$ cat src/sv/bmpx_pkg.sv
package bmpx_pkg;

  localparam int MAX_MAGIC_CHARS = 4;

  localparam int BYTE_W   = 8;
  localparam int WORD_W   = 32;
  localparam int HDR_W    = 10;
  localparam int MLEN_W   = 3;
  localparam int KIND_W   = 3;
  localparam int CFG_IDX_W = 2;

  typedef enum logic [KIND_W-1:0] {
    KIND_EXT_CHAR = 3'd0,
    KIND_PAYLOAD  = 3'd1,
    KIND_MISMATCH = 3'd2,
    KIND_EXT_LEN  = 3'd3,
    KIND_PAY_LEN  = 3'd4
  } bmpx_kind_e;

  typedef enum logic [CFG_IDX_W-1:0] {
    CFG_HEADER_BYTES = 2'd0,
    CFG_MAGIC_WORD   = 2'd1,
    CFG_MAGIC_LENGTH = 2'd2
  } bmpx_cfg_idx_e;

  // One queued request: only the hidden bit and the restart flag matter downstream.
  typedef struct packed {
    logic lsb;
    logic restart;
  } bmpx_item_t;

  typedef struct packed {
    logic       valid;
    bmpx_item_t item;
  } bmpx_q_t;

  typedef struct packed {
    logic [HDR_W-1:0]  header_bytes;
    logic [WORD_W-1:0] magic_word;
    logic [MLEN_W-1:0] magic_length;
  } bmpx_cfg_t;

endpackage

$ cat src/sv/bmpx_if.sv
interface bmpx_in_if;
  logic                        valid;
  logic                        ready;
  logic [bmpx_pkg::BYTE_W-1:0] image_byte;
  logic                        restart;

  modport source (output valid, output image_byte, output restart, input ready);
  modport sink (input valid, input image_byte, input restart, output ready);
endinterface

interface bmpx_out_if;
  logic                        valid;
  logic                        ready;
  logic [bmpx_pkg::KIND_W-1:0] result_kind;
  logic [bmpx_pkg::WORD_W-1:0] result_value;
  logic                        result_last;

  modport source (output valid, output result_kind, output result_value,
                  output result_last, input ready);
  modport sink (input valid, input result_kind, input result_value,
                input result_last, output ready);
endinterface

interface bmpx_cfg_if;
  logic                           valid;
  logic                           ready;
  logic [bmpx_pkg::CFG_IDX_W-1:0] index;
  logic [bmpx_pkg::WORD_W-1:0]    data;

  modport source (output valid, output index, output data, input ready);
  modport sink (input valid, input index, input data, output ready);
endinterface

$ cat src/sv/bmpx_front.sv
module bmpx_front (
  input  logic           clk_i,
  input  logic           rst_ni,
  bmpx_in_if.sink        in_i,
  input  logic           pop_i,
  output bmpx_pkg::bmpx_q_t q_o
);
  import bmpx_pkg::*;

  bmpx_item_t mem_q [2];
  logic       wr_ptr_q;
  logic       rd_ptr_q;
  logic [1:0] count_q;
  logic [1:0] count_d;
  logic       push;

  assign in_i.ready = (count_q != 2'd2);
  assign push       = in_i.valid && in_i.ready;

  assign q_o.valid = (count_q != 2'd0);
  assign q_o.item  = mem_q[rd_ptr_q];

  always_comb begin
    count_d = count_q;
    if (push && !pop_i) begin
      count_d = count_q + 2'd1;
    end else if (!push && pop_i) begin
      count_d = count_q - 2'd1;
    end
  end

  always_ff @(posedge clk_i or negedge rst_ni) begin
    if (!rst_ni) begin
      wr_ptr_q <= 1'b0;
      rd_ptr_q <= 1'b0;
      count_q  <= 2'd0;
    end else begin
      count_q <= count_d;
      if (push) begin
        wr_ptr_q <= ~wr_ptr_q;
      end
      if (pop_i) begin
        rd_ptr_q <= ~rd_ptr_q;
      end
    end
  end

  always_ff @(posedge clk_i) begin
    if (push) begin
      mem_q[wr_ptr_q] <= '{lsb: in_i.image_byte[0], restart: in_i.restart};
    end
  end

  a_count_bound: assert property (@(posedge clk_i) disable iff (!rst_ni)
    count_q <= 2'd2)
    else $error("queue count out of range");

  a_no_pop_empty: assert property (@(posedge clk_i) disable iff (!rst_ni)
    pop_i |-> count_q != 2'd0)
    else $error("pop from an empty queue");

  a_ptr_match: assert property (@(posedge clk_i) disable iff (!rst_ni)
    (count_q == 2'd0 || count_q == 2'd2) |-> wr_ptr_q == rd_ptr_q)
    else $error("queue pointers disagree with count");

endmodule

$ cat src/sv/bmpx_back.sv
module bmpx_back (
  input  logic                clk_i,
  input  logic                rst_ni,
  input  bmpx_pkg::bmpx_cfg_t cfg_i,
  input  bmpx_pkg::bmpx_q_t   q_i,
  output logic                pop_o,
  bmpx_out_if.source          out_o
);
  import bmpx_pkg::*;

  typedef enum logic [2:0] {
    PH_HEADER  = 3'd0,
    PH_MAGIC   = 3'd1,
    PH_EXTLEN  = 3'd2,
    PH_EXTCHR  = 3'd3,
    PH_PAYLEN  = 3'd4,
    PH_PAYLOAD = 3'd5,
    PH_DONE    = 3'd6
  } phase_e;

  phase_e            phase_q, phase_d;
  logic [HDR_W-1:0]  header_count_q, header_count_d;
  logic [4:0]        bit_count_q, bit_count_d;
  logic [WORD_W-1:0] bit_shift_q, bit_shift_d;
  logic [2:0]        magic_index_q, magic_index_d;
  logic [WORD_W-1:0] remaining_q, remaining_d;

  logic              out_valid_q;
  bmpx_kind_e        out_kind_q;
  logic [WORD_W-1:0] out_value_q;
  logic              out_last_q;

  logic              res_valid;
  bmpx_kind_e        res_kind;
  logic [WORD_W-1:0] res_value;
  logic              res_last;

  logic              fire;
  logic [3:0]        magic_n;
  logic [3:0]        pos_w;
  logic [2:0]        pos;
  logic [2*WORD_W-1:0] magic_ext;
  logic [BYTE_W-1:0] want;
  logic              go;
  logic              need8;
  logic              word_done;
  logic [WORD_W-1:0] val;

  // Characters past the configured word compare against zero.
  assign magic_ext = {{WORD_W{1'b0}}, cfg_i.magic_word};
  assign magic_n   = ({1'b0, cfg_i.magic_length} > 4'(MAX_MAGIC_CHARS)) ?
                     4'(MAX_MAGIC_CHARS) : {1'b0, cfg_i.magic_length};

  assign fire  = q_i.valid && (!out_valid_q || out_o.ready);
  assign pop_o = fire;

  always_comb begin
    phase_d        = phase_q;
    header_count_d = header_count_q;
    bit_count_d    = bit_count_q;
    bit_shift_d    = bit_shift_q;
    magic_index_d  = magic_index_q;
    remaining_d    = remaining_q;
    res_valid      = 1'b0;
    res_kind       = KIND_EXT_CHAR;
    res_value      = '0;
    res_last       = 1'b0;
    go             = 1'b1;
    need8          = 1'b0;
    word_done      = 1'b0;
    val            = '0;
    pos_w          = '0;
    pos            = '0;
    want           = '0;

    if (q_i.item.restart) begin
      phase_d        = PH_HEADER;
      header_count_d = '0;
      bit_count_d    = '0;
      bit_shift_d    = '0;
      magic_index_d  = '0;
      remaining_d    = '0;
    end

    if (phase_d == PH_HEADER) begin
      if (header_count_d < cfg_i.header_bytes) begin
        header_count_d = header_count_d + 10'd1;
        go = 1'b0;
      end else begin
        phase_d       = (magic_n != 4'd0) ? PH_MAGIC : PH_EXTLEN;
        magic_index_d = '0;
        bit_count_d   = '0;
        bit_shift_d   = '0;
      end
    end

    if (go && phase_d != PH_DONE) begin
      bit_shift_d = {bit_shift_d[WORD_W-2:0], q_i.item.lsb};
      bit_count_d = bit_count_d + 5'd1;
      need8       = !(phase_d == PH_EXTLEN || phase_d == PH_PAYLEN);
      // A length word completes when the five-bit count wraps around.
      word_done   = need8 ? (bit_count_d == 5'd8) : (bit_count_d == 5'd0);
      if (word_done) begin
        bit_count_d = '0;
        val         = need8 ? {24'd0, bit_shift_d[BYTE_W-1:0]} : bit_shift_d;
        bit_shift_d = '0;
        case (phase_d)
          PH_MAGIC: begin
            pos_w = magic_n - 4'd1 - {1'b0, magic_index_d};
            pos   = pos_w[2:0];
            want  = magic_ext[{pos, 3'b000} +: BYTE_W];
            if (({1'b0, magic_index_d} >= magic_n) || (val[BYTE_W-1:0] != want)) begin
              phase_d   = PH_DONE;
              res_valid = 1'b1;
              res_kind  = KIND_MISMATCH;
              res_last  = 1'b1;
            end else begin
              magic_index_d = magic_index_d + 3'd1;
              if ({1'b0, magic_index_d} >= magic_n) begin
                phase_d = PH_EXTLEN;
              end
            end
          end
          PH_EXTLEN: begin
            remaining_d = val;
            phase_d     = (val != '0) ? PH_EXTCHR : PH_PAYLEN;
            res_valid   = 1'b1;
            res_kind    = KIND_EXT_LEN;
            res_value   = val;
          end
          PH_EXTCHR: begin
            if (remaining_d == 32'd1) begin
              phase_d = PH_PAYLEN;
            end
            remaining_d = remaining_d - 32'd1;
            res_valid   = 1'b1;
            res_kind    = KIND_EXT_CHAR;
            res_value   = val;
          end
          PH_PAYLEN: begin
            remaining_d = val;
            phase_d     = (val != '0) ? PH_PAYLOAD : PH_DONE;
            res_valid   = 1'b1;
            res_kind    = KIND_PAY_LEN;
            res_value   = val;
            res_last    = (val == '0);
          end
          PH_PAYLOAD: begin
            res_last    = (remaining_d == 32'd1);
            if (remaining_d == 32'd1) begin
              phase_d = PH_DONE;
            end
            remaining_d = remaining_d - 32'd1;
            res_valid   = 1'b1;
            res_kind    = KIND_PAYLOAD;
            res_value   = val;
          end
          default: begin
            phase_d = PH_DONE;
          end
        endcase
      end
    end
  end

  always_ff @(posedge clk_i or negedge rst_ni) begin
    if (!rst_ni) begin
      phase_q        <= PH_HEADER;
      header_count_q <= '0;
      bit_count_q    <= '0;
      bit_shift_q    <= '0;
      magic_index_q  <= '0;
      remaining_q    <= '0;
      out_valid_q    <= 1'b0;
    end else begin
      if (fire) begin
        phase_q        <= phase_d;
        header_count_q <= header_count_d;
        bit_count_q    <= bit_count_d;
        bit_shift_q    <= bit_shift_d;
        magic_index_q  <= magic_index_d;
        remaining_q    <= remaining_d;
      end
      if (fire && res_valid) begin
        out_valid_q <= 1'b1;
      end else if (out_o.ready) begin
        out_valid_q <= 1'b0;
      end
    end
  end

  always_ff @(posedge clk_i) begin
    if (fire && res_valid) begin
      out_kind_q  <= res_kind;
      out_value_q <= res_value;
      out_last_q  <= res_last;
    end
  end

  assign out_o.valid        = out_valid_q;
  assign out_o.result_kind  = out_kind_q;
  assign out_o.result_value = out_value_q;
  assign out_o.result_last  = out_last_q;

  a_last_ends: assert property (@(posedge clk_i) disable iff (!rst_ni)
    fire && res_valid && res_last |=> phase_q == PH_DONE)
    else $error("final result did not end the decode");

  a_done_silent: assert property (@(posedge clk_i) disable iff (!rst_ni)
    fire && !q_i.item.restart && phase_q == PH_DONE |-> !res_valid)
    else $error("result produced after the decode ended");

  a_char_count: assert property (@(posedge clk_i) disable iff (!rst_ni)
    (phase_q == PH_MAGIC || phase_q == PH_EXTCHR || phase_q == PH_PAYLOAD)
      |-> bit_count_q < 5'd8)
    else $error("character bit count overran");

  a_hold_stalled: assert property (@(posedge clk_i) disable iff (!rst_ni)
    out_valid_q && !out_o.ready |-> !fire)
    else $error("request consumed while a result was stalled");

endmodule

$ cat src/sv/bmp_lsb_stego_extractor_core.sv
// Pulls hidden data out of the least significant bits of a BMP byte stream. After
// header_bytes skipped bytes, eight bits build a character and thirty-two bits build a
// length, most significant bit first: the magic characters are checked (a mismatch gives
// one result of kind 2 with result_last set), then the extension length, the extension
// characters, the payload length and the payload bytes come out as results. A byte with
// restart set starts a new image. The block takes one image byte per clock cycle while
// results are taken and yields at most one result per byte; a byte passes through a
// two-entry input queue, and its result is registered in a one-entry output register.
// The parser state advances once per byte, so throughput is one byte per cycle as long
// as results are taken. Configuration writes are always accepted and take effect for the
// next byte parsed.
module bmp_lsb_stego_extractor_core (
  input  logic        clk_i,
  input  logic        rst_ni,
  bmpx_in_if.sink     in_i,
  bmpx_out_if.source  out_o,
  bmpx_cfg_if.sink    cfg_i
);
  import bmpx_pkg::*;

  bmpx_cfg_t cfg_q;
  bmpx_q_t   queue;
  logic      pop;

  assign cfg_i.ready = 1'b1;

  always_ff @(posedge clk_i or negedge rst_ni) begin
    if (!rst_ni) begin
      cfg_q.header_bytes <= 10'd54;
      cfg_q.magic_word   <= '0;
      cfg_q.magic_length <= 3'd2;
    end else if (cfg_i.valid) begin
      case (cfg_i.index)
        CFG_HEADER_BYTES: cfg_q.header_bytes <= cfg_i.data[HDR_W-1:0];
        CFG_MAGIC_WORD:   cfg_q.magic_word   <= cfg_i.data;
        CFG_MAGIC_LENGTH: cfg_q.magic_length <= cfg_i.data[MLEN_W-1:0];
        default: begin
        end
      endcase
    end
  end

  bmpx_front u_front (
    .clk_i  (clk_i),
    .rst_ni (rst_ni),
    .in_i   (in_i),
    .pop_i  (pop),
    .q_o    (queue)
  );

  bmpx_back u_back (
    .clk_i  (clk_i),
    .rst_ni (rst_ni),
    .cfg_i  (cfg_q),
    .q_i    (queue),
    .pop_o  (pop),
    .out_o  (out_o)
  );

endmodule
$ cat src/flat_wrapper.sv
// flat-port wrapper written by rule: the top's interface ports become plain ports
module bmp_lsb_stego_extractor_core_flat import bmpx_pkg::*;
  (clk_i, rst_ni, in_i_valid, in_i_image_byte, in_i_restart, in_i_ready, out_o_valid, out_o_result_kind, out_o_result_value, out_o_result_last, out_o_ready, cfg_i_valid, cfg_i_index, cfg_i_data, cfg_i_ready);
  bmpx_in_if in_i_i ();
  bmpx_out_if out_o_i ();
  bmpx_cfg_if cfg_i_i ();
  input  logic clk_i;
  input  logic rst_ni;
  input wire logic [$bits(in_i_i.valid)-1:0] in_i_valid;
  input wire logic [$bits(in_i_i.image_byte)-1:0] in_i_image_byte;
  input wire logic [$bits(in_i_i.restart)-1:0] in_i_restart;
  output wire logic [$bits(in_i_i.ready)-1:0] in_i_ready;
  output wire logic [$bits(out_o_i.valid)-1:0] out_o_valid;
  output wire logic [$bits(out_o_i.result_kind)-1:0] out_o_result_kind;
  output wire logic [$bits(out_o_i.result_value)-1:0] out_o_result_value;
  output wire logic [$bits(out_o_i.result_last)-1:0] out_o_result_last;
  input wire logic [$bits(out_o_i.ready)-1:0] out_o_ready;
  input wire logic [$bits(cfg_i_i.valid)-1:0] cfg_i_valid;
  input wire logic [$bits(cfg_i_i.index)-1:0] cfg_i_index;
  input wire logic [$bits(cfg_i_i.data)-1:0] cfg_i_data;
  output wire logic [$bits(cfg_i_i.ready)-1:0] cfg_i_ready;
  assign in_i_i.valid = in_i_valid;
  assign in_i_i.image_byte = in_i_image_byte;
  assign in_i_i.restart = in_i_restart;
  assign in_i_ready = in_i_i.ready;
  assign out_o_valid = out_o_i.valid;
  assign out_o_result_kind = out_o_i.result_kind;
  assign out_o_result_value = out_o_i.result_value;
  assign out_o_result_last = out_o_i.result_last;
  assign out_o_i.ready = out_o_ready;
  assign cfg_i_i.valid = cfg_i_valid;
  assign cfg_i_i.index = cfg_i_index;
  assign cfg_i_i.data = cfg_i_data;
  assign cfg_i_ready = cfg_i_i.ready;
  bmp_lsb_stego_extractor_core u_core (.clk_i(clk_i), .rst_ni(rst_ni), .in_i(in_i_i), .out_o(out_o_i), .cfg_i(cfg_i_i));
endmodule
$ cat config.mk
export PLATFORM = sky130hd
export DESIGN_NAME = bmp_lsb_stego_extractor_core_flat
export DESIGN_NICKNAME = d
export VERILOG_FILES = /design/src/sv/bmpx_pkg.sv /design/src/sv/bmpx_if.sv /design/src/sv/bmpx_front.sv /design/src/sv/bmpx_back.sv /design/src/sv/bmp_lsb_stego_extractor_core.sv /design/src/flat_wrapper.sv
export SDC_FILE = /design/constraint.sdc
export NUM_CORES = 1
export LEC_CHECK = 0
export BUFFER_PORTS_ARGS = -buffer_cell sky130_fd_sc_hd__buf_4
export CAP_MARGIN = 20
export CELL_PAD_IN_SITES_DETAIL_PLACEMENT = 0
export CELL_PAD_IN_SITES_GLOBAL_PLACEMENT = 2
export CORE_ASPECT_RATIO = 0.9
export CORE_MARGIN = 2
export CORE_UTILIZATION = 35
export DETAILED_ROUTE_END_ITERATION = 12
export PLACE_DENSITY = 0.79
export SYNTH_ARGS = -nofsm -noshare
export SYNTH_HDL_FRONTEND = slang
export SYNTH_SLANG_ARGS = --single-unit
$ cat constraint.sdc
create_clock -name clk_i -period 8.3 [get_ports clk_i]
set_input_delay 0.415 -clock clk_i [delete_from_list [all_inputs] [get_ports clk_i]]
set_output_delay 0.415 -clock clk_i [all_outputs]
set_load 0.02 [all_outputs]
* Word-level counts from Yosys, hierarchy flattened *
Memories as Yosys holds them, arrays and structs flattened.
Cells that the tools add are included.

cells by class
  add/sub/neg operators = 8
  order comparisons = 4
  eq/ne operators = 12
  shifts and indexed selects = 1
  mux-type cells = 55
  bitwise operators = 2
  reductions and logical operators = 29

operators with widths
  cell                                                  count
  2-to-1 mux 32 bit                                     9
  case mux 32 bit (2 select lines)                      1
  variable part select 64 x 7 -> 8 bit                  1
  2-to-1 mux 3 bit                                      18
  equality test 32 x 1 -> 1 bit, second input constant  1
  zero test 32 bit                                      1
  nonzero test 32 bit                                   1
  subtractor 32 x 1 -> 32 bit, second input constant    1
  2-to-1 mux 10 bit                                     3
  2-to-1 mux 5 bit                                      5
  case mux 3 bit (5 select lines)                       1
  case mux 3 bit (4 select lines)                       1
  adder 10 x 1 -> 10 bit, second input constant         1
  < comparator 10 bit                                   1
  2-to-1 mux 1 bit                                      10
  2-to-1 mux 2 bit                                      5
  != test 8 bit                                         1
  AND reduction 2 bit                                   4
  equality test 3 x 2 -> 1 bit, second input constant   2
  equality test 3 bit, second input constant            2
  greater-or-equal comparator 3 bit                     2
  logical AND 1 bit                                     6
  nonzero test 2 bit                                    3
  adder 5 x 1 -> 5 bit, second input constant           1
  24 further kinds                                      30

word-level totals
  register bits = 171
  memory bits (writable) = 4
  bits of input ports = 48
  output and inout bits = 39
  memories = 1

memory list
  name                  depth  width  rd ports  clocked after memory_dff  write ports  RTL line          RTL
  u_core.u_front.mem_q  2      2      1         0                         1            bmpx_front.sv:10  bmpx_item_t mem_q [2];

* Depth between registers and ports, before layout *
Gate-level depths: netlist of the first run.

  depth after elaboration = 17
  depth in mapped cells = 29
  depth with buffers taken out = 22

* Cells and area by module *
A second synthesis of the first run with hierarchy kept.

unflattened totals
  cell total of the unflattened synthesis = 873
  area, all modules = 9527.9 sq um

by module, submodules not included
  module                        times used  cells each  area an instance (sq um)  sequential area each (sq um)
  bmpx_back                     1           750         7329.5                    3208.1
  bmp_lsb_stego_extractor_core  1           99          1844.3                    1132.3
  bmpx_front                    1           24          354.1                     220.2

* Worst setup path before layout of the first run *
No wires, ideal clock.

  path type = reg-to-reg
  start = register u_core.u_front.rd_ptr_q
  end = register u_core.u_back.out_kind_q[0], in the netlist u_core.u_back.out_o.result_kind[0], enable pin
  library setup time = 453 ps
  data arrival time = 7510 ps
  required time = 7847 ps
  path slack = 337 ps
  stages on the path, launching flop included = 28
  path buffers = 7
  cell sequence = dfrtp_1 > buf_6 > mux2i_4 > buf_4 > clkbuf_1 > clkbuf_1 > clkbuf_1 > and2_1 > ha_1 > nor2b_1 > a311o_1 > o2111ai_1 > o22ai_1 > nor3_2 > clkbuf_1 > nand2_1 > inv_1 > nor2_1 > ha_1 > clkbuf_1 > mux4_2 > o22ai_1 > a2111oi_0 > o21ai_0 > nor3_1 > o221ai_1 > o21ai_0 > a31oi_1

between the ends
  cells in the longest elaborated chain, start to end = 14

ends and longest elaborated chain
  what                                  RTL line          RTL
  start, declared                       bmpx_front.sv:12  logic rd_ptr_q;
  start signal, assigned                bmpx_front.sv:43  rd_ptr_q <= ~rd_ptr_q;
  memory (2 x 2 bit) *                  -
  2-to-1 mux 10 bit                     bmpx_back.sv:76   if (q_i.item.restart) begin
  < comparator 10 bit                   bmpx_back.sv:86   if (header_count_d < cfg_i.header_bytes) begin
  2-to-1 mux 3 bit                      bmpx_back.sv:86
  2-to-1 mux 3 bit                      bmpx_back.sv:85   if (phase_d == PH_HEADER) begin
  subtractor 3 bit                      bmpx_back.sv:109  pos_w = magic_n - 4'd1 - {1'b0, magic_index_d};
  variable part select 64 x 7 -> 8 bit  bmpx_back.sv:111  want = magic_ext[{pos, 3'b000} +: BYTE_W];
  != test 8 bit                         bmpx_back.sv:112  if (({1'b0, magic_index_d} >= magic_n) || (val[BYTE_W-1:0] != want)) begin
  logical OR 1 bit                      bmpx_back.sv:112
  2-to-1 mux 1 bit                      bmpx_back.sv:112
  case mux 1 bit (2 select lines)       bmpx_back.sv:107  case (phase_d)
  2-to-1 mux 1 bit                      bmpx_back.sv:103  if (word_done) begin
  2-to-1 mux 1 bit *                    bmpx_back.sv:97   if (go && phase_d != PH_DONE) begin
  logical AND 1 bit *                   bmpx_back.sv:193  if (fire && res_valid) begin
  end signal, assigned                  bmpx_back.sv:194  out_kind_q <= res_kind;
  end, declared                         bmpx_back.sv:29   bmpx_kind_e out_kind_q;

Every way passes the cells marked *; elsewhere a longest branch is shown, timed or not.
A chain may end at the register's enable or synchronous reset.

* Final worst setup path of the first run *
  start = register u_core.u_front.rd_ptr_q
  end = register u_core.u_back.out_valid_q, in the netlist u_core.u_back.out_o.valid

between the ends
  cells in the longest elaborated chain, start to end = 15

ends and longest elaborated chain
  what                                                    RTL line          RTL
  memory (2 x 2 bit) *                                    -
  2-to-1 mux 10 bit                                       bmpx_back.sv:76
  < comparator 10 bit                                     bmpx_back.sv:86
  2-to-1 mux 3 bit                                        bmpx_back.sv:86
  2-to-1 mux 3 bit                                        bmpx_back.sv:85
  subtractor 3 bit                                        bmpx_back.sv:109
  variable part select 64 x 7 -> 8 bit                    bmpx_back.sv:111
  != test 8 bit                                           bmpx_back.sv:112
  logical OR 1 bit                                        bmpx_back.sv:112
  2-to-1 mux 1 bit                                        bmpx_back.sv:112
  case mux 1 bit (2 select lines)                         bmpx_back.sv:107
  2-to-1 mux 1 bit                                        bmpx_back.sv:103
  2-to-1 mux 1 bit *                                      bmpx_back.sv:97
  logical AND 1 bit *                                     bmpx_back.sv:184  if (fire && res_valid) begin
  2-to-1 mux 1 bit or nonzero test 2 bit (tied branches)  -
  end signal, assigned                                    bmpx_back.sv:174  out_valid_q <= 1'b0;
  end signal, assigned                                    bmpx_back.sv:185  out_valid_q <= 1'b1;
  end signal, assigned                                    bmpx_back.sv:187  out_valid_q <= 1'b0;
  end, declared                                           bmpx_back.sv:28   logic out_valid_q;

Marked as above.

==> results of run 1 <==
[critical path: stages, from the launching register on]
cell,delay (ps)
dfrtp_1,510
mux2i_4,610
and2_1,220
ha_1,250
a21o_1,160
a21o_1,170
a21oi_1,320
o22ai_1,180
nor3_2,170
buf_4,290
and2_1,200
ha_1,240
ha_1,520
mux4_2,390
xnor2_1,160
a21oi_1,140
nand4_1,130
a211o_1,290
o22ai_1,280
mux2i_1,120
o21ai_0,650
a31oi_4,370
buf_4,380
a21o_1,200
[worst paths after layout]
| check | from | to | slack (ps) | cells past startpoint |
|---|---|---|---|---|
| setup / recovery | u_core.u_front.rd_ptr_q | u_core.u_back.out_o.valid | 1240 | 23 |
| hold / removal | rst_ni | u_core.cfg_q[34] | -30 | 1 |
| setup reg to reg | u_core.u_front.rd_ptr_q | u_core.u_back.out_o.valid | 1240 | 23 |
| hold reg to reg | u_core.u_back.header_count_q[9] | u_core.u_back.header_count_q[9] | 500 | 1 |
| max in group asynchronous | rst_ni | u_core.u_back.remaining_q[13] | 6990 | 2 |
| min in group clk_i | in_i_restart | u_core.u_front.mem_q[1][0] | 170 | 1 |
[layout by cell type, fill, tap and decap left out, types with 6 or more instances in the layout]
master / netlist / layout
dfrtp_1: 129 / 129
buf_4: 3 / 89
nand2_1: 87 / 87
o21ai_0: 52 / 52
a21oi_1: 50 / 50
nor2_1: 45 / 45
mux2_2: 41 / 41
edfxtp_1: 40 / 40
a22o_1: 39 / 39
and2_1: 35 / 35
inv_1: 35 / 35
ha_1: 20 / 20
nor3_1: 18 / 18
clkbuf_16: 0 / 18
a31oi_1: 18 / 17
nand3_1: 16 / 16
xnor2_1: 15 / 15
nor4_1: 13 / 12
o22ai_1: 10 / 10
o21ai_1: 11 / 10
o21bai_1: 10 / 10
o31ai_1: 9 / 9
or3_1: 9 / 9
xor2_1: 8 / 8
mux4_2: 8 / 8
and3_1: 8 / 8
o211ai_1: 7 / 7
a32o_1: 7 / 7
a21o_1: 6 / 6
o21ai_2: 5 / 6
nand4_1: 6 / 6
mux2i_1: 6 / 6
[where the power goes]
group / total (mW) / internal [mW] / switching (mW)
Combinational: 0.810 / 0.288 / 0.522
Clock: 0.853 / 0.432 / 0.421
Sequential: 1.01 / 0.949 / 0.0630
[layer usage]
layer	vias up	wire length [µm]	GRT usage [%]
li1	3449	-	-
met1	3592	12550	27.60
met2	113	10820	26.05
met3	15	717	2.746
met4	0	253	3.944
met5	-	0	0
[stage by stage]
step | worst slack, ps | power, mW
finish | 1243 | 2.675
global route | 629.3 | 2.838
CTS | 1174 | 2.700
detailed placement | 1214 | 1.840
global placement | 1299 | 1.832
floorplan | 336.6 | 1.624
[state kept, by name, indices dropped and copies added, names as in the netlist]
signal,flops
u_core.cfg_q,45
u_core.u_back.bit_count_q,5
u_core.u_back.bit_shift_q,31
u_core.u_back.header_count_q,10
u_core.u_back.magic_index_q,3
u_core.u_back.out_o.result_kind,3
u_core.u_back.out_o.result_last,1
u_core.u_back.out_o.result_value,32
u_core.u_back.out_o.valid,1
u_core.u_back.phase_q,3
u_core.u_back.remaining_q,32
u_core.u_front.count_q,2
u_core.u_front.mem_q,4
u_core.u_front.rd_ptr_q,1
u_core.u_front.wr_ptr_q,1
[synth_stat cells, drive strengths merged (3+ instances only)]
master | count | share of area (%)
xor2 | 8 | 0.74
a21oi | 51 | 2.8
dfstp | 5 | 1.4
o21bai | 10 | 0.80
a31oi | 18 | 1.2
nor2b | 5 | 0.33
o22ai | 10 | 0.66
nand2 | 89 | 3.7
ha | 20 | 2.7
nand3b | 4 | 0.32
a22o | 39 | 3.6
nor3 | 22 | 1.4
o31ai | 9 | 0.72
o311ai | 3 | 0.36
nand4 | 7 | 0.53
mux4 | 8 | 1.9
mux2i | 7 | 0.88
a211oi | 5 | 0.51
xnor2 | 15 | 1.4
o21ai | 68 | 3.8
nor4 | 16 | 1.4
mux2 | 41 | 4.9
a22oi | 6 | 0.53
o21a | 3 | 0.32
or2 | 3 | 0.20
a211o | 3 | 0.28
inv | 35 | 1.4
nor3b | 4 | 0.32
a32o | 7 | 0.74
dfrtp | 129 | 34
clkbuf | 30 | 1.2
o211ai | 8 | 0.78
nor2 | 47 | 1.9
a21o | 6 | 0.48
edfxtp | 40 | 13
or3 | 9 | 0.60
buf | 18 | 1.2
nand2b | 4 | 0.27
and2 | 36 | 2.4
nand3 | 18 | 1.1
and3 | 8 | 0.53
[cell families after synthesis]
family	count (synthesis)	synth area share (%)
XOR/XNOR	23	2.140
multiplexers	56	7.696
flip-flops	174	48.45
buffers and inverters	83	3.855
AND/OR/NAND/NOR	277	15.53
AO/OA/AOI/OAI	263	19.63
adder cells (fa/ha/maj)	20	2.659
other	1	0.03984
[layout make-up]
type	instances	area, µm²	area share, %
Multi-Input combinational cell	640	4519	41.25
Clock inverter	14	180.2	1.644
Timing Repair Buffer	90	679.4	6.201
Inverter	35	131.4	1.199
Clock buffer	18	450.4	4.111
Sequential cell	174	4561	41.62
Tap cell	348	435.4	3.974
==> flow_metrics.tcl, run 1 <==
set metrics [dict create \
    grt_util_all_layers_pct 17.82 \
    std_cell_rows 56 \
    drc_errors 0 \
    ctsResizeCount 0 \
    grt_pass1_wl_um 39680 \
    tns_ps 0 \
    stdcell_area_mm2 0.01096 \
    grt_max_degree 72 \
    failed_checks "negative hold slack" \
    first_pass_iters 4 \
    cap_violations 0 \
    cts_setup_buffers 0 \
    clock_latency_ps 440 \
    netlist_area_mm2 0.009413 \
    placed_cell_area_mm2 0.01033 \
    fp.dieW_um 176.9 \
    synth_edf_count 40 \
    skew_ps 12.07 \
    setup_violations 0 \
    relSlewSlack_pct 40.30 \
    postLayoutCoreUtil_pct 41.70 \
    criticalPathCategory "flip-flop to flip-flop" \
    dieArea_mm2 0.02822 \
    endpoint_kind "flip-flop" \
    synth_cells 897 \
    cts_max_path_buffers 2 \
    vdd_ir_drop_max_mv 0.1266 \
    cts_tree "built" \
    gp_congestion 0.8092 \
    cts_buffers 17 \
    final_cells 1319 \
    cts.clk_slew.worst_paths_ps 80 \
    pin_count 87 \
    worstPathArrival_ps 7390 \
    syn_nets 965 \
    synth.avg_cell_area_um2 10.49 \
    antenna_found_initial 0 \
    start_kind "flip-flop" \
    required_ps 8630 \
    wl_per_cell_um 18.45 \
    ys_ff_latch 174 \
    hpwlAfterDp_um 16510 \
    grt_pass1_vias 6882 \
    ys_types 88 \
    drt_wl_total_um 24340 \
    syn2layout_area_growth_pct 16.40 \
    outcome "finished with violations" \
    finalHoldViolCount 27 \
    ys.flop_type "dfrtp_1" \
    root_buffer "clkbuf_16" \
    n_fill_cell 2557 \
    crit_path_max_fanout 27 \
    max_slew.worst_pin.slew_ps 891.6 \
    layout_min_cycle_time_ps 7057 \
    via_per_inst 5.435 \
    max_freq_mhz 141.7 \
    clkSinkCount 174 \
    ys_seq_area_share_pct 48.45 \
    rsz0062_at_grt "false" \
    final_net_count 1026 \
    power_density_mw_per_mm2 244.1 \
    period_share_pct 85.03 \
    whs_ps -29.32 \
    dp_cells 1287 \
    slew_violations 0 \
    start_util_pct 35.82 \
    ctsHoldBuffers 0 \
    vias 7169 \
    async_reset_ff_share_pct 77.01 \
    min_path_type "input port to async pin" \
    yosys_warnings 0 \
    overflow 0 \
    io_buffers 78 \
    fp.coreArea_mm2 0.02628 \
    die_height_um 159.6 \
    drt_iter0_markers 505 \
    cts_max_level 4 \
    drive_above_1_share_pct 22.04 \
    antenna_left 0 \
    leakage_nw 4.537 \
    num_antenna_cells 0 \
]
No activity file was read; power rests on OpenSTA's default activity.
==> run 2: changes to the inputs <==
--- a/config.mk
+++ b/config.mk
@@ -11,9 +11,9 @@
 export CELL_PAD_IN_SITES_GLOBAL_PLACEMENT = 2
 export CORE_ASPECT_RATIO = 0.9
 export CORE_MARGIN = 2
-export CORE_UTILIZATION = 35
+export CORE_UTILIZATION = 39
 export DETAILED_ROUTE_END_ITERATION = 12
-export PLACE_DENSITY = 0.79
+export PLACE_DENSITY = 0.83
 export SYNTH_ARGS = -nofsm -noshare
 export SYNTH_HDL_FRONTEND = slang
 export SYNTH_SLANG_ARGS = --single-unit
==> constraint.sdc (replaced) <==
create_clock -name clk_i -period 7.2 [get_ports clk_i]
set_input_delay 0.36 -clock clk_i [delete_from_list [all_inputs] [get_ports clk_i]]
set_output_delay 0.36 -clock clk_i [all_outputs]
set_load 0.02 [all_outputs]
==> run 2 against run 1 <==
- setup slack worse by 190 ps
- count of clock-buffer cells in the layout down 1
- clock skew up 7.4 ps
- hold slack better by 140 ps
- via count up 0.91%
- largest cell class unchanged
- combinational power up 17%
- sequential power up 16%
- global-route usage up 2.2 points
- non-clock buffer count up 6
- the run now ends clean
- die area down 10%
- critical endpoint is now u_core.u_back.out_o.result_value[28]
- sequential share of layout area up 0.12 points
==> flow_metrics.tcl, run 2 (synthesis gave the netlist of run 1 again) <==
set metrics [dict create \
    clkSinkCount 174 \
    max_slew.worst_pin.slew_ps 891.3 \
    cts_max_level 4 \
    via_per_inst 5.656 \
    min_path_type "input port to flip-flop" \
    cts_max_path_buffers 2 \
    drc_errors 0 \
    drt_wl_total_um 23950 \
    grt_max_degree 75 \
    cts.clk_slew.worst_paths_ps 70 \
    drt_iter0_markers 469 \
    cts_setup_buffers 0 \
    setup_violations 0 \
    relSlewSlack_pct 40.32 \
    place_ws_ps 1044 \
    finalHoldViolCount 0 \
    n_fill_cell 2198 \
    fin_ws_ps 1055 \
    grt_use_met1_pct 30.81 \
    final_net_count 1032 \
    antenna_left 0 \
    pin_count 87 \
    root_buffer "clkbuf_16" \
    mostFrequentLayoutCell "dfrtp_1" \
    criticalPathCategory "flip-flop to flip-flop" \
    gr-usage-met3_pct 3.240 \
    clock_latency_ps 440 \
    grt_most_used_layer "met1" \
    num_antenna_cells 0 \
    dieArea_mm2 0.02540 \
    ctsHoldBuffers 1 \
    first_pass_iters 5 \
    vias 7234 \
    final_cells 1279 \
    tns_ps 0 \
    period_share_pct 85.35 \
    start_util_pct 39.98 \
    antenna_found_initial 0 \
    worstPathArrival_ps 6310 \
    io_buffers 78 \
    max_freq_mhz 162.7 \
    outcome "finished clean" \
    slew_violations 0 \
    dp_cells 1246 \
    std_cell_rows 53 \
    cap_violations 0 \
    endpoint_kind "flip-flop" \
    wl_per_cell_um 18.73 \
    largest-register "u_core.cfg_q" \
    required_ps 7360 \
    fp.coreArea_mm2 0.02354 \
    cts_tree "built" \
    power_density_mw_per_mm2 280.9 \
    leakage_nw 4.563 \
    gr-usage-met2_pct 28.84 \
    grt_pass1_vias 7125 \
    grt_pass1_wl_um 39730 \
    die_height_um 151.4 \
    cts_buffers 17 \
    largest_reg_flops 45 \
    grt_util_all_layers_pct 20.06 \
    gp_congestion 0.8217 \
    start_kind "flip-flop" \
    overflow 0 \
    ctsResizeCount 0 \
    layout_min_cycle_time_ps 6145 \
    crit_path_max_fanout 47 \
    rsz0062_at_grt "false" \
    hpwlAfterDp_um 16540 \
    fp.dieW_um 167.8 \
    skew_ps 19.43 \
    syn2layout_area_growth_pct 16.07 \
    vdd_ir_drop_max_mv 0.1855 \
    final_cell_mix "dfrtp_1, buf_4, nand2_1, o21ai_0, a21oi_1" \
    drive_above_1_share_pct 22.42 \
]
## run 2: cell types whose count changed in the layout (fill, tap and decap cells not counted)
cell           previous run  this run
buf_4                    89        94
inv_8                     2         4
inv_4                     0         1
dlygate4sd3_1             0         1
inv_6                     5         3
clkbuf_16                18        17
clkinv_4                  0         1
clkinv_8                  5         4
## run 2: worst paths after layout
kind / startpoint / cells after the start / end / slack, ps
max reg2reg: u_core.u_front.rd_ptr_q / 21 / u_core.u_back.out_o.result_value[28] / 1050
min in group asynchronous: rst_ni / 2 / u_core.cfg_q[26] / 500
max in group asynchronous: rst_ni / 3 / u_core.u_back.bit_shift_q[24] / 5390
min: in_i_restart / 1 / u_core.u_front.mem_q[1][0] / 110
max: u_core.u_front.rd_ptr_q / 21 / u_core.u_back.out_o.result_value[28] / 1050
min reg2reg: u_core.u_back.header_count_q[9] / 1 / u_core.u_back.header_count_q[9] / 480
## run 2: final cells by class
class | count | area (µm²) | area share, %
inverter | 35 | 131.4 | 1.202
clock inverter | 15 | 183.9 | 1.683
timing repair buffer | 96 | 726.9 | 6.654
sequential | 174 | 4561 | 41.74
clock buffer | 17 | 425.4 | 3.894
multi-input combinational | 640 | 4519 | 41.36
tap | 302 | 377.9 | 3.459
## run 2: layer usage
layer,up-vias,part of all wire [%]
li1,3463,-
met1,3583,51
met2,165,43
met3,23,4.2
met4,0,1.5
met5,-,0
## run 2: per-stage QoR
| step | util (%) | area [µm²] | total power, mW | hold slack [ps] |
|---|---|---|---|---|
| after detailed placement | 43.78 | 10310 | 2.129 | 434.4 |
| after floorplan | - | 9419 | 1.872 | 64.41 |
| final | 46.41 | 10930 | 3.069 | 107.0 |
| after global placement | 43.78 | 10310 | 2.119 | 440.8 |
| after CTS | 46.41 | 10930 | 3.096 | 86.66 |
| after global routing | 46.41 | 10930 | 3.251 | 95.63 |
## run 2: report_power, final
group	total [mW]	internal [mW]	switching, mW
registers	1.17	1.09	0.0739
logic	0.945	0.339	0.606
clock network	0.957	0.476	0.480
## run 2: worst max-delay path, stage by stage (launching register included)
cell and delay [ps]:
dfrtp_1 510, mux2i_4 340, buf_4 310, buf_4 490, a31oi_1 180, a211o_1 280, a211oi_2 290, nor3_2 120
nand2_1 110, inv_1 90, ha_1 630, mux4_2 580, xnor2_1 170, a21oi_1 160, nand4_1 140, a211o_1 280
o22ai_1 260, mux2i_1 120, o21ai_0 160, buf_4 180, a31oi_4 170, buf_4 300
